`config.mk`:
```
export PLATFORM = sky130hd
export DESIGN_NAME = bidi_explicit_level_resolver
export DESIGN_NICKNAME = d
export VERILOG_FILES = /design/src/rtl/core/bxlr_pkg.sv /design/src/rtl/core/bxlr_cell.sv /design/src/rtl/core/bxlr_stack.sv /design/src/rtl/core/bxlr_outq.sv /design/src/rtl/core/bidi_explicit_level_resolver.sv
export SDC_FILE = /design/constraint.sdc
export NUM_CORES = 2
export LEC_CHECK = 0
export ABC_AREA = 0
export ABC_CLOCK_PERIOD_IN_PS = 106100
export BUFFER_PORTS_ARGS = -buffer_cell sky130_fd_sc_hd__buf_4
export CELL_PAD_IN_SITES_DETAIL_PLACEMENT = 1
export CELL_PAD_IN_SITES_GLOBAL_PLACEMENT = 2
export CORE_UTILIZATION = 45
export DETAILED_ROUTE_END_ITERATION = 7
export GPL_TIMING_DRIVEN = 0
export PLACE_DENSITY = 0.95
export SYNTH_ARGS = -nofsm -noshare
export SYNTH_HDL_FRONTEND = slang
export SYNTH_SLANG_ARGS = --single-unit
export TNS_END_PERCENT = 20
```
`constraint.sdc`:
```
create_clock -name clk -period 106.1 [get_ports clk]
set_clock_uncertainty 0.1 [all_clocks]
set_input_delay 21.22 -clock clk [delete_from_list [all_inputs] [get_ports clk]]
set_output_delay 21.22 -clock clk [all_outputs]
set_load 0.05 [all_outputs]
```
`src/rtl/core/bxlr_pkg.sv`:
```
// bxlr_pkg: types, class codes and helper functions for the explicit level resolver
// no dependencies; imported by every module of the resolver
`timescale 1ns / 1ps

package bxlr_pkg;

    // nesting limit and derived widths
    localparam int MAX_NESTING = 125;
    localparam int NUM_CELLS   = MAX_NESTING;
    localparam int DEPTH_W     = $clog2(MAX_NESTING + 1);
    localparam int LEVEL_W     = 8;
    localparam int CLASS_W     = 5;
    localparam int CNT_W       = 16;

    localparam logic [CNT_W-1:0] CNT_MAX = '1;

    // bidirectional class codes
    localparam logic [CLASS_W-1:0] CLS_L   = 5'd0;
    localparam logic [CLASS_W-1:0] CLS_R   = 5'd1;
    localparam logic [CLASS_W-1:0] CLS_BN  = 5'd9;
    localparam logic [CLASS_W-1:0] CLS_B   = 5'd10;
    localparam logic [CLASS_W-1:0] CLS_LRE = 5'd14;
    localparam logic [CLASS_W-1:0] CLS_LRO = 5'd15;
    localparam logic [CLASS_W-1:0] CLS_RLE = 5'd16;
    localparam logic [CLASS_W-1:0] CLS_RLO = 5'd17;
    localparam logic [CLASS_W-1:0] CLS_PDF = 5'd18;
    localparam logic [CLASS_W-1:0] CLS_LRI = 5'd19;
    localparam logic [CLASS_W-1:0] CLS_RLI = 5'd20;
    localparam logic [CLASS_W-1:0] CLS_FSI = 5'd21;
    localparam logic [CLASS_W-1:0] CLS_PDI = 5'd22;

    // directional override of a stack entry
    typedef enum logic [1:0] {
        OVR_NONE,
        OVR_L,
        OVR_R
    } ovr_t;

    // one directional status entry
    typedef struct packed {
        logic [LEVEL_W-1:0] level;
        ovr_t               ovr;
        logic               iso;
    } entry_t;

    // shift control seen by every cell
    typedef struct packed {
        logic push;
        logic pop;
    } shift_ctl_t;

    // stack control from the sequencer
    typedef struct packed {
        logic push;
        logic pop;
        logic clear;
    } stk_ctl_t;

    // one result
    typedef struct packed {
        logic [LEVEL_W-1:0] level;
        logic [CLASS_W-1:0] cls;
    } res_t;

    // sequencer states
    typedef enum logic [1:0] {
        S_IDLE,
        S_UNWIND,
        S_EMIT
    } state_t;

    // next odd or next even level above lv
    function automatic logic [LEVEL_W-1:0] next_level(input logic [LEVEL_W-1:0] lv,
                                                      input logic odd);
        logic [LEVEL_W-1:0] r;
        if (odd)
        begin
            r = lv[0] ? lv + LEVEL_W'(2) : lv + LEVEL_W'(1);
        end
        else
        begin
            r = lv[0] ? lv + LEVEL_W'(1) : lv + LEVEL_W'(2);
        end
        return r;
    endfunction

    // class rewrite under an active override
    function automatic logic [CLASS_W-1:0] apply_override(input ovr_t ovr,
                                                          input logic [CLASS_W-1:0] cls);
        logic [CLASS_W-1:0] r;
        case (ovr)
            OVR_L:   r = CLS_L;
            OVR_R:   r = CLS_R;
            default: r = cls;
        endcase
        return r;
    endfunction

endpackage

```
`src/rtl/core/bxlr_cell.sv`:
```
// bxlr_cell: one directional status stack cell, shifts with its neighbors
// depends on bxlr_pkg
`timescale 1ns / 1ps

module bxlr_cell (
    input  logic                clk,
    input  bxlr_pkg::shift_ctl_t ctl,
    input  bxlr_pkg::entry_t    above,
    input  bxlr_pkg::entry_t    below,
    output bxlr_pkg::entry_t    q
);
    import bxlr_pkg::*;

    entry_t entry_reg;
    entry_t entry_next;

    // push takes the neighbor nearer the top, pop the one farther down
    always_comb
    begin
        entry_next = entry_reg;
        if (ctl.push)
        begin
            entry_next = above;
        end
        else if (ctl.pop)
        begin
            entry_next = below;
        end
    end

    always_ff @(posedge clk)
    begin
        entry_reg <= entry_next;
    end

    assign q = entry_reg;

endmodule

```
`src/rtl/core/bxlr_stack.sv`:
```
// bxlr_stack: directional status stack as a row of shifting cells plus a depth counter
// depends on bxlr_pkg and bxlr_cell
`timescale 1ns / 1ps

module bxlr_stack (
    input  logic                          clk,
    input  logic                          rst_n,
    input  bxlr_pkg::stk_ctl_t            ctl,
    input  bxlr_pkg::entry_t              push_entry,
    output bxlr_pkg::entry_t              top_entry,
    output bxlr_pkg::entry_t              next_entry,
    output logic [bxlr_pkg::DEPTH_W-1:0]  depth
);
    import bxlr_pkg::*;

    logic [DEPTH_W-1:0] depth_reg;
    logic [DEPTH_W-1:0] depth_next;
    shift_ctl_t         shift_ctl;
    entry_t             cell_q  [NUM_CELLS];
    entry_t             above_d [NUM_CELLS];
    entry_t             below_d [NUM_CELLS];

    // a pop on an empty stack moves nothing
    assign shift_ctl.push = ctl.push;
    assign shift_ctl.pop  = ctl.pop && (depth_reg != '0);

    // depth counter
    always_comb
    begin
        depth_next = depth_reg;
        if (ctl.clear)
        begin
            depth_next = '0;
        end
        else if (shift_ctl.push)
        begin
            depth_next = depth_reg + DEPTH_W'(1);
        end
        else if (shift_ctl.pop)
        begin
            depth_next = depth_reg - DEPTH_W'(1);
        end
    end

    always_ff @(posedge clk or negedge rst_n)
    begin
        if (!rst_n)
        begin
            depth_reg <= '0;
        end
        else
        begin
            depth_reg <= depth_next;
        end
    end

    // row of cells, cell zero holds the top entry
    for (genvar k = 0; k < NUM_CELLS; k++)
    begin : g_cell
        if (k == 0)
        begin : g_head
            assign above_d[k] = push_entry;
        end
        else
        begin : g_mid
            assign above_d[k] = cell_q[k-1];
        end

        if (k == NUM_CELLS - 1)
        begin : g_tail
            assign below_d[k] = '0;
        end
        else
        begin : g_link
            assign below_d[k] = cell_q[k+1];
        end

        bxlr_cell u_cell (
            .clk   (clk),
            .ctl   (shift_ctl),
            .above (above_d[k]),
            .below (below_d[k]),
            .q     (cell_q[k])
        );
    end

    assign top_entry = cell_q[0];

    if (NUM_CELLS > 1)
    begin : g_next
        assign next_entry = cell_q[1];
    end
    else
    begin : g_no_next
        assign next_entry = '0;
    end

    assign depth = depth_reg;

    // checks
    a_depth_bound: assert property (@(posedge clk) disable iff (!rst_n)
        depth_reg <= DEPTH_W'(MAX_NESTING))
        else $error("stack depth beyond nesting limit");

    a_push_room: assert property (@(posedge clk) disable iff (!rst_n)
        ctl.push |-> (depth_reg != DEPTH_W'(MAX_NESTING)))
        else $error("push on a full stack");

endmodule

```
`src/rtl/core/bxlr_outq.sv`:
```
// bxlr_outq: two-slot result queue, output register plus skid slot
// depends on bxlr_pkg
`timescale 1ns / 1ps

module bxlr_outq (
    input  logic                          clk,
    input  logic                          rst_n,
    input  logic                          load,
    input  bxlr_pkg::res_t                load_res,
    output logic                          full,
    output logic                          out_valid,
    input  logic                          out_ready,
    output logic [bxlr_pkg::LEVEL_W-1:0]  level,
    output logic [bxlr_pkg::CLASS_W-1:0]  resolved_class
);
    import bxlr_pkg::*;

    logic out_valid_reg;
    logic out_valid_next;
    logic skid_valid_reg;
    logic skid_valid_next;
    res_t out_res_reg;
    res_t out_res_next;
    res_t skid_res_reg;
    res_t skid_res_next;
    logic take;

    assign take = out_valid_reg && out_ready;

    // slot update
    always_comb
    begin
        out_valid_next  = out_valid_reg;
        skid_valid_next = skid_valid_reg;
        out_res_next    = out_res_reg;
        skid_res_next   = skid_res_reg;
        if (take)
        begin
            if (skid_valid_reg)
            begin
                out_res_next    = skid_res_reg;
                skid_valid_next = load;
                skid_res_next   = load ? load_res : skid_res_reg;
            end
            else
            begin
                out_valid_next = load;
                out_res_next   = load ? load_res : out_res_reg;
            end
        end
        else if (!out_valid_reg)
        begin
            out_valid_next = load;
            out_res_next   = load ? load_res : out_res_reg;
        end
        else if (load)
        begin
            skid_valid_next = 1'b1;
            skid_res_next   = load_res;
        end
    end

    always_ff @(posedge clk or negedge rst_n)
    begin
        if (!rst_n)
        begin
            out_valid_reg  <= 1'b0;
            skid_valid_reg <= 1'b0;
        end
        else
        begin
            out_valid_reg  <= out_valid_next;
            skid_valid_reg <= skid_valid_next;
        end
    end

    always_ff @(posedge clk)
    begin
        out_res_reg  <= out_res_next;
        skid_res_reg <= skid_res_next;
    end

    assign full           = skid_valid_reg;
    assign out_valid      = out_valid_reg;
    assign level          = out_res_reg.level;
    assign resolved_class = out_res_reg.cls;

endmodule

```
`src/rtl/core/bidi_explicit_level_resolver.sv`:
```
// bidi_explicit_level_resolver: explicit embedding levels (rules X1 to X9), top level
// depends on bxlr_pkg, bxlr_stack, bxlr_outq
//
//   channel   signals                                      direction
//   in        in_valid in_ready bidi_class fsi_is_rtl      request in
//             last_of_paragraph
//   out       out_valid out_ready level resolved_class     request out
//   cfg       cfg_we cfg_wdata (base_level)                write in
//
// A PDI that closes a valid isolate unwinds first: the cell row shifts up one entry
// per cycle, removing every entry above the isolate entry and then that entry itself;
// then the result is queued. Other requests are resolved as they are taken.
// Reset is immediate: the stack depth and counters clear, no clearing pass.
// A two-slot result queue lets a request be taken while one result waits;
// input stalls while a PDI unwinds or emits and while both slots are full.
`timescale 1ns / 1ps

module bidi_explicit_level_resolver (
    input  logic                          clk,
    input  logic                          rst_n,
    input  logic                          in_valid,
    output logic                          in_ready,
    input  logic [bxlr_pkg::CLASS_W-1:0]  bidi_class,
    input  logic                          fsi_is_rtl,
    input  logic                          last_of_paragraph,
    output logic                          out_valid,
    input  logic                          out_ready,
    output logic [bxlr_pkg::LEVEL_W-1:0]  level,
    output logic [bxlr_pkg::CLASS_W-1:0]  resolved_class,
    input  logic                          cfg_we,
    input  logic                          cfg_wdata
);
    import bxlr_pkg::*;

    state_t             state_reg;
    state_t             state_next;
    logic               base_level_reg;
    logic [CNT_W-1:0]   ovf_iso_reg;
    logic [CNT_W-1:0]   ovf_iso_next;
    logic [CNT_W-1:0]   ovf_emb_reg;
    logic [CNT_W-1:0]   ovf_emb_next;
    logic [DEPTH_W-1:0] valid_iso_reg;
    logic [DEPTH_W-1:0] valid_iso_next;
    logic               last_hold_reg;
    logic               last_hold_next;

    stk_ctl_t           stk_ctl;
    entry_t             push_entry;
    entry_t             top_entry;
    entry_t             next_entry;
    logic [DEPTH_W-1:0] depth;

    logic               q_full;
    logic               res_load;
    res_t               res;
    logic               clear;
    logic               accept;
    logic               unwind_start;
    logic               can_push;
    logic               odd;
    logic [LEVEL_W-1:0] base_lv;
    logic [LEVEL_W-1:0] cur_level;
    logic [LEVEL_W-1:0] pop_level;
    ovr_t               cur_ovr;

    // paragraph level register
    always_ff @(posedge clk or negedge rst_n)
    begin
        if (!rst_n)
        begin
            base_level_reg <= 1'b0;
        end
        else if (cfg_we)
        begin
            base_level_reg <= cfg_wdata;
        end
    end

    // current entry: the paragraph entry when nothing is pushed
    assign base_lv   = {{(LEVEL_W-1){1'b0}}, base_level_reg};
    assign cur_level = (depth == '0) ? base_lv : top_entry.level;
    assign cur_ovr   = (depth == '0) ? OVR_NONE : top_entry.ovr;
    assign pop_level = (depth > DEPTH_W'(1)) ? next_entry.level : base_lv;
    assign can_push  = (depth < DEPTH_W'(MAX_NESTING)) && (ovf_iso_reg == '0)
                       && (ovf_emb_reg == '0);

    assign in_ready     = (state_reg == S_IDLE) && !q_full;
    assign accept       = in_valid && in_ready;
    assign unwind_start = accept && (bidi_class == CLS_PDI) && (ovf_iso_reg == '0)
                          && (valid_iso_reg != '0);
    assign odd          = (bidi_class == CLS_RLE) || (bidi_class == CLS_RLO)
                          || (bidi_class == CLS_RLI)
                          || ((bidi_class == CLS_FSI) && fsi_is_rtl);

    // next state
    always_comb
    begin
        state_next = state_reg;
        case (state_reg)
            S_IDLE:
            begin
                if (unwind_start)
                begin
                    state_next = S_UNWIND;
                end
            end
            S_UNWIND:
            begin
                if (top_entry.iso || (depth == '0))
                begin
                    state_next = S_EMIT;
                end
            end
            S_EMIT:
            begin
                if (!q_full)
                begin
                    state_next = S_IDLE;
                end
            end
            default: state_next = S_IDLE;
        endcase
    end

    // per-class actions and result
    always_comb
    begin
        stk_ctl        = '0;
        push_entry     = '0;
        ovf_iso_next   = ovf_iso_reg;
        ovf_emb_next   = ovf_emb_reg;
        valid_iso_next = valid_iso_reg;
        last_hold_next = last_hold_reg;
        res_load       = 1'b0;
        res            = '0;
        clear          = 1'b0;
        case (state_reg)
            S_IDLE:
            begin
                if (accept)
                begin
                    res_load  = 1'b1;
                    res.level = cur_level;
                    res.cls   = apply_override(cur_ovr, bidi_class);
                    clear     = last_of_paragraph;
                    case (bidi_class)
                        CLS_LRE, CLS_LRO, CLS_RLE, CLS_RLO:
                        begin
                            res.cls = CLS_BN;
                            if (can_push)
                            begin
                                stk_ctl.push     = 1'b1;
                                push_entry.level = next_level(cur_level, odd);
                                push_entry.ovr   = (bidi_class == CLS_LRO) ? OVR_L :
                                                   (bidi_class == CLS_RLO) ? OVR_R : OVR_NONE;
                                push_entry.iso   = 1'b0;
                                res.level        = push_entry.level;
                            end
                            else if ((ovf_iso_reg == '0) && (ovf_emb_reg != CNT_MAX))
                            begin
                                ovf_emb_next = ovf_emb_reg + CNT_W'(1);
                            end
                        end
                        CLS_PDF:
                        begin
                            res.cls = CLS_BN;
                            if (ovf_iso_reg != '0)
                            begin
                                // inside an overflowed isolate: no effect
                            end
                            else if (ovf_emb_reg != '0)
                            begin
                                ovf_emb_next = ovf_emb_reg - CNT_W'(1);
                            end
                            else if ((depth != '0) && !top_entry.iso)
                            begin
                                stk_ctl.pop = 1'b1;
                                res.level   = pop_level;
                            end
                        end
                        CLS_LRI, CLS_RLI, CLS_FSI:
                        begin
                            if (can_push)
                            begin
                                stk_ctl.push     = 1'b1;
                                push_entry.level = next_level(cur_level, odd);
                                push_entry.ovr   = OVR_NONE;
                                push_entry.iso   = 1'b1;
                                valid_iso_next   = valid_iso_reg + DEPTH_W'(1);
                            end
                            else if (ovf_iso_reg != CNT_MAX)
                            begin
                                ovf_iso_next = ovf_iso_reg + CNT_W'(1);
                            end
                        end
                        CLS_PDI:
                        begin
                            if (ovf_iso_reg != '0)
                            begin
                                ovf_iso_next = ovf_iso_reg - CNT_W'(1);
                            end
                            else if (valid_iso_reg != '0)
                            begin
                                // matched isolate: unwind, result after the pops
                                res_load       = 1'b0;
                                clear          = 1'b0;
                                last_hold_next = last_of_paragraph;
                                ovf_emb_next   = '0;
                                valid_iso_next = valid_iso_reg - DEPTH_W'(1);
                            end
                        end
                        CLS_B:
                        begin
                            res.level = base_lv;
                            res.cls   = bidi_class;
                        end
                        CLS_BN:
                        begin
                            res.cls = bidi_class;
                        end
                        default:
                        begin
                            // neutral handling already set above
                        end
                    endcase
                end
            end
            S_UNWIND:
            begin
                stk_ctl.pop = 1'b1;
            end
            S_EMIT:
            begin
                if (!q_full)
                begin
                    res_load  = 1'b1;
                    res.level = cur_level;
                    res.cls   = apply_override(cur_ovr, CLS_PDI);
                    clear     = last_hold_reg;
                end
            end
            default:
            begin
                res_load = 1'b0;
            end
        endcase

        // end of paragraph clears the stack depth and the overflow and isolate counters
        if (clear)
        begin
            stk_ctl.clear  = 1'b1;
            ovf_iso_next   = '0;
            ovf_emb_next   = '0;
            valid_iso_next = '0;
        end
    end

    always_ff @(posedge clk or negedge rst_n)
    begin
        if (!rst_n)
        begin
            state_reg     <= S_IDLE;
            ovf_iso_reg   <= '0;
            ovf_emb_reg   <= '0;
            valid_iso_reg <= '0;
            last_hold_reg <= 1'b0;
        end
        else
        begin
            state_reg     <= state_next;
            ovf_iso_reg   <= ovf_iso_next;
            ovf_emb_reg   <= ovf_emb_next;
            valid_iso_reg <= valid_iso_next;
            last_hold_reg <= last_hold_next;
        end
    end

    // status stack
    bxlr_stack u_stack (
        .clk        (clk),
        .rst_n      (rst_n),
        .ctl        (stk_ctl),
        .push_entry (push_entry),
        .top_entry  (top_entry),
        .next_entry (next_entry),
        .depth      (depth)
    );

    // result queue
    bxlr_outq u_outq (
        .clk            (clk),
        .rst_n          (rst_n),
        .load           (res_load),
        .load_res       (res),
        .full           (q_full),
        .out_valid      (out_valid),
        .out_ready      (out_ready),
        .level          (level),
        .resolved_class (resolved_class)
    );

    // checks
    a_unwind_nonempty: assert property (@(posedge clk) disable iff (!rst_n)
        (state_reg == S_UNWIND) |-> (depth != '0))
        else $error("unwind with an empty stack");

    a_iso_count: assert property (@(posedge clk) disable iff (!rst_n)
        valid_iso_reg <= depth)
        else $error("more valid isolates than stack entries");

    a_result_follows: assert property (@(posedge clk) disable iff (!rst_n)
        accept |=> (out_valid || (state_reg == S_UNWIND)))
        else $error("accepted request left no result");

endmodule

```
==> summary by stage <==
Run status
The flow ran to the end, and the final reports show no timing, DRC or antenna violations.

Pwr
The highest ir drop seen on vdd is 13.7 µV. After layout, the design draws a total of 1.54 mW. The switching part of the total is 0.288. The total power density per cell area is 21.4 nW/µm². Of the total power, the clock network draws 0.335. The switching power of the nets is 444 µW. The static power due to leakage is 30.4 nW.

The share of total power dissipated in combinational logic is 0.173. Of the total power, registers draw 0.492. The internal power is 1.10 mW.

Clocking
For the worst-skew pair, the clock arrives at the later sink with an insertion delay of 0.79 ns. The number of clock sinks seen by CTS is 1453. The post-CTS setup buffer count is 0.

In this run the number of H-tree levels came out at 4. TritonCTS created 154 clock buffers. The clock-pin slew on the worst setup and hold paths is 0.06 ns.

The number of gates given a new drive strength after cts is 0. The maximum buffer depth of the clock tree is 3. The count of hold buffers inserted by post-cts repair is 0. The clock tree from TritonCTS is built.

The tree is rooted in a clkbuf_16.

Timing
The worst path in the final design needs a cycle of 25.58 ns, including I/O delays and setup. The final hold violation count came to 0. The final sum of negative setup slack is 0 ns. The highest clock rate is 39.1 MHz. The setup violation total in the final timing report is 0. The final-report max-slew violation count is 0. At the pin with the least slew margin, the transition time is 1.14 ns. Setup repair after global routing left no endpoint under its margin.

Headroom to the max-slew limit came out at 0.238. In the finished design, the share of the clock period the worst path needs comes to 0.241.

Placed design
Including well taps, the total number of placed cells is 8382. The half-perimeter wire length of the detailed placement result is 101 mm. At the end of routability-driven placement, the weighted congestion stood at 0.807.

Port buffering added 26 buffers.

Global routing
The global-route wire length before repair is 246 mm. The global routing stage identified its most utilized layer as met2. The number of antenna violations at the first check in global routing came to 2. The number of global-route vias before repair was 48571.

For this run the aggregate overflow at the end of global routing stands at 0. For met1 alone, demand over resource in global routing was 0.266. In the global route stage, met2 resource usage came out at 0.373. For met3 alone, demand over resource in global routing was 0.0264. Entering global routing, the biggest net connects 73 pins. In the global route stage, overall resource usage came out at 0.209.

Final layout
The flip-flop count of the largest register, all copies and words added is 1375. The final layout contains 6702 nets. Leaving out fill and tap cells, the most frequent cells in the layout are nand2_1, edfxtp_1, buf_2. The area growth from synthesis to layout is 12.3%. The share of post-route cells with drive strength above 1 is 0.0711.

Fill cells in the final layout number 15691. The number of antenna cells inserted is 0. The library cell used most frequently in the layout, excluding fill and tap cells, is nand2_1. The non-filler instance count after layout is 8658.

Yosys
The number of flops mapped to enable cells by yosys is 1401. The number of synthesis warnings is 0. The cell area after technology mapping is 64100 µm². Synthesis produced a netlist with a net count of 6497.

By area the synthesized netlist is led by edfxtp_1, nand2_1, dfrtp_1. After synthesis, the netlist uses 82 different library cells. The synthesized instance count is 6443. In this run the mean area of a mapped cell was 9.95 µm². The fraction of synthesized cell area taken by the top area cell type is 0.656. The cell accounting for the most synthesized area is edfxtp_1. The flop and latch count out of synthesis is 1453. The share of the Yosys chip area taken by registers is 0.677.

The most frequently used flop master after synthesis is edfxtp_1. The proportion of synthesized flip-flops having asynchronous set or reset is 0.0358.

Route
In this run, the number of DRC markers left after iteration 0 of detailed routing was 2677. The antenna violation net count after detailed routing is 0. The via-per-instance ratio is 5.17.

The average wire per standard cell is 17.3 µm. The total DRC errors in the routed layout is 0. The length of the first detailed-routing pass in iterations is 5. The detailed router placed 44739 vias in this run. The overall routed net length is 150 mm.

Floorplan
The width of the die is 379 µm. 28 I/O pins were placed. The floorplan step defined a die boundary enclosing 144000 µm². The floorplan has 138 rows. From bottom edge to top edge, the die measures 379 µm. The starting density of the core is 0.453. The region available for standard cell placement spans 141000 µm².

Setup path
In this run the worst setup path begins at bidi_class[1]. Measured in cells, the most critical reg-to-reg path has a length of 11. The largest fanout on the critical path is 71. At the worst endpoint, the required time is 106.48 ns.

Following the worst setup path forward leads to its endpoint at u_stack.g_cell[86].u_cell.q[5]$_DFFE_PP_. The startpoint of the lowest-slack register-to-register path is ovf_iso_reg[3]$_DFFE_PN0P_. STA classifies the critical path endpoint as a flip-flop.

The worst setup path is launched from an input port. The critical path class is input port to flip-flop. The worst register-to-register path ends at u_stack.g_cell[86].u_cell.q[5]$_DFFE_PP_. STA puts the critical path data arrival time at 25.96 ns.

In this run the register-to-register setup slack is 100.48 ns.

Worst hold path
The origin of the worst min-delay path is u_stack.g_cell[21].u_cell.q[10]$_DFFE_PP_. The class of the tightest hold or removal check is flip-flop to flip-flop.

Run
The tool flagged a number of max-cap violations equal to 0.
[through the flow]
step / setup WS (ns) / hold WS (ns) / instance area [µm²] / utilization
finish: 80.52 / 0.433 / 72000 / 0.509
CTS: 80.56 / 0.437 / 72000 / 0.509
global placement: 35.05 / 0.399 / 66700 / 0.471
detailed placement: 79.73 / 0.417 / 67300 / 0.476
global route: 80.30 / 0.459 / 72000 / 0.509
floorplan: 52.08 / 0.371 / 64100 / -
[synth_stat cells, drive strengths merged (5+ instances only)]
| library cell | n |
|---|---|
| nand2 | 4127 |
| a22oi | 9 |
| buf | 202 |
| nor3 | 17 |
| or3 | 7 |
| nor3b | 5 |
| a21o | 12 |
| mux2i | 22 |
| nor2 | 78 |
| and3 | 6 |
| clkbuf | 124 |
| nor4 | 14 |
| o21ai | 50 |
| o21a | 6 |
| a21oi | 53 |
| nand2b | 9 |
| nor2b | 12 |
| and2 | 18 |
| nand3 | 17 |
| nand4 | 14 |
| inv | 18 |
| xnor2 | 19 |
| xor2 | 22 |
| a31oi | 13 |
| o21bai | 5 |
| dfrtp | 52 |
| edfxtp | 1401 |
| ha | 38 |
[worst max-delay path: stages]
cell	delay, ns
buf_4	0.09
buf_2	0.19
nor2_1	0.08
o2bb2ai_1	0.26
o211ai_1	0.84
buf_4	0.31
clkbuf_1	0.71
nand2_4	0.77
buf_16	0.48
buf_16	0.28
buf_16	0.26
buf_16	0.26
[power by group through the flow]
stage	Clock [mW]	Combinational, mW	Sequential (mW)
6_report	0.516	0.266	0.758
5_1_grt	0.549	0.299	0.764
4_1_cts	0.530	0.270	0.758
3_5_place_dp	0	0.266	0.770
3_3_place_gp	0	0.244	0.934
2_1_floorplan	0	0.175	0.880
[metal layers]
layer,share of wire,routed length (µm)
met2,0.51,76300
met3,0.025,3810
met4,0.018,2710
met1,0.45,67000
met5,0,0
[cells by family after synthesis]
group,after synthesis,share of synthesized area
flops,1453,0.677
xor+xnor,41,0.00560
fa+ha+maj,41,0.00835
simple gates,4342,0.261
mux,25,0.00402
buf+inv,344,0.0241
compound gates,197,0.0201
[final cells by class]
| type | instances | area [µm²] | area share |
|---|---|---|---|
| Buffer | 326 | 1480 | 0.0205 |
| Clock buffer | 204 | 4220 | 0.0586 |
| Clock inverter | 72 | 488 | 0.00678 |
| Inverter | 18 | 67.6 | 0.000938 |
| Multi-Input combinational cell | 4646 | 19200 | 0.267 |
| Sequential cell | 1453 | 43400 | 0.602 |
| Tap cell | 1890 | 2360 | 0.0328 |
| Timing Repair Buffer | 49 | 808 | 0.0112 |
[worst min path at each step]
stage / slack (ns) / depth (start not counted) / end
finish: 0.43 / 2 / u_stack.g_cell[22].u_cell.q[10]$_DFFE_PP_
global route: 0.46 / 2 / u_stack.g_cell[22].u_cell.q[10]$_DFFE_PP_
CTS: 0.44 / 2 / u_stack.g_cell[13].u_cell.q[1]$_DFFE_PP_
detailed placement: 0.42 / 2 / u_stack.g_cell[123].u_cell.q[10]$_DFFE_PP_
global placement: 0.40 / 2 / u_stack.g_cell[123].u_cell.q[5]$_DFFE_PP_
floorplan: 0.37 / 1 / state_reg[0]$_DFFE_PN0P_
Note: power is estimated with default switching activity, not from simulation.
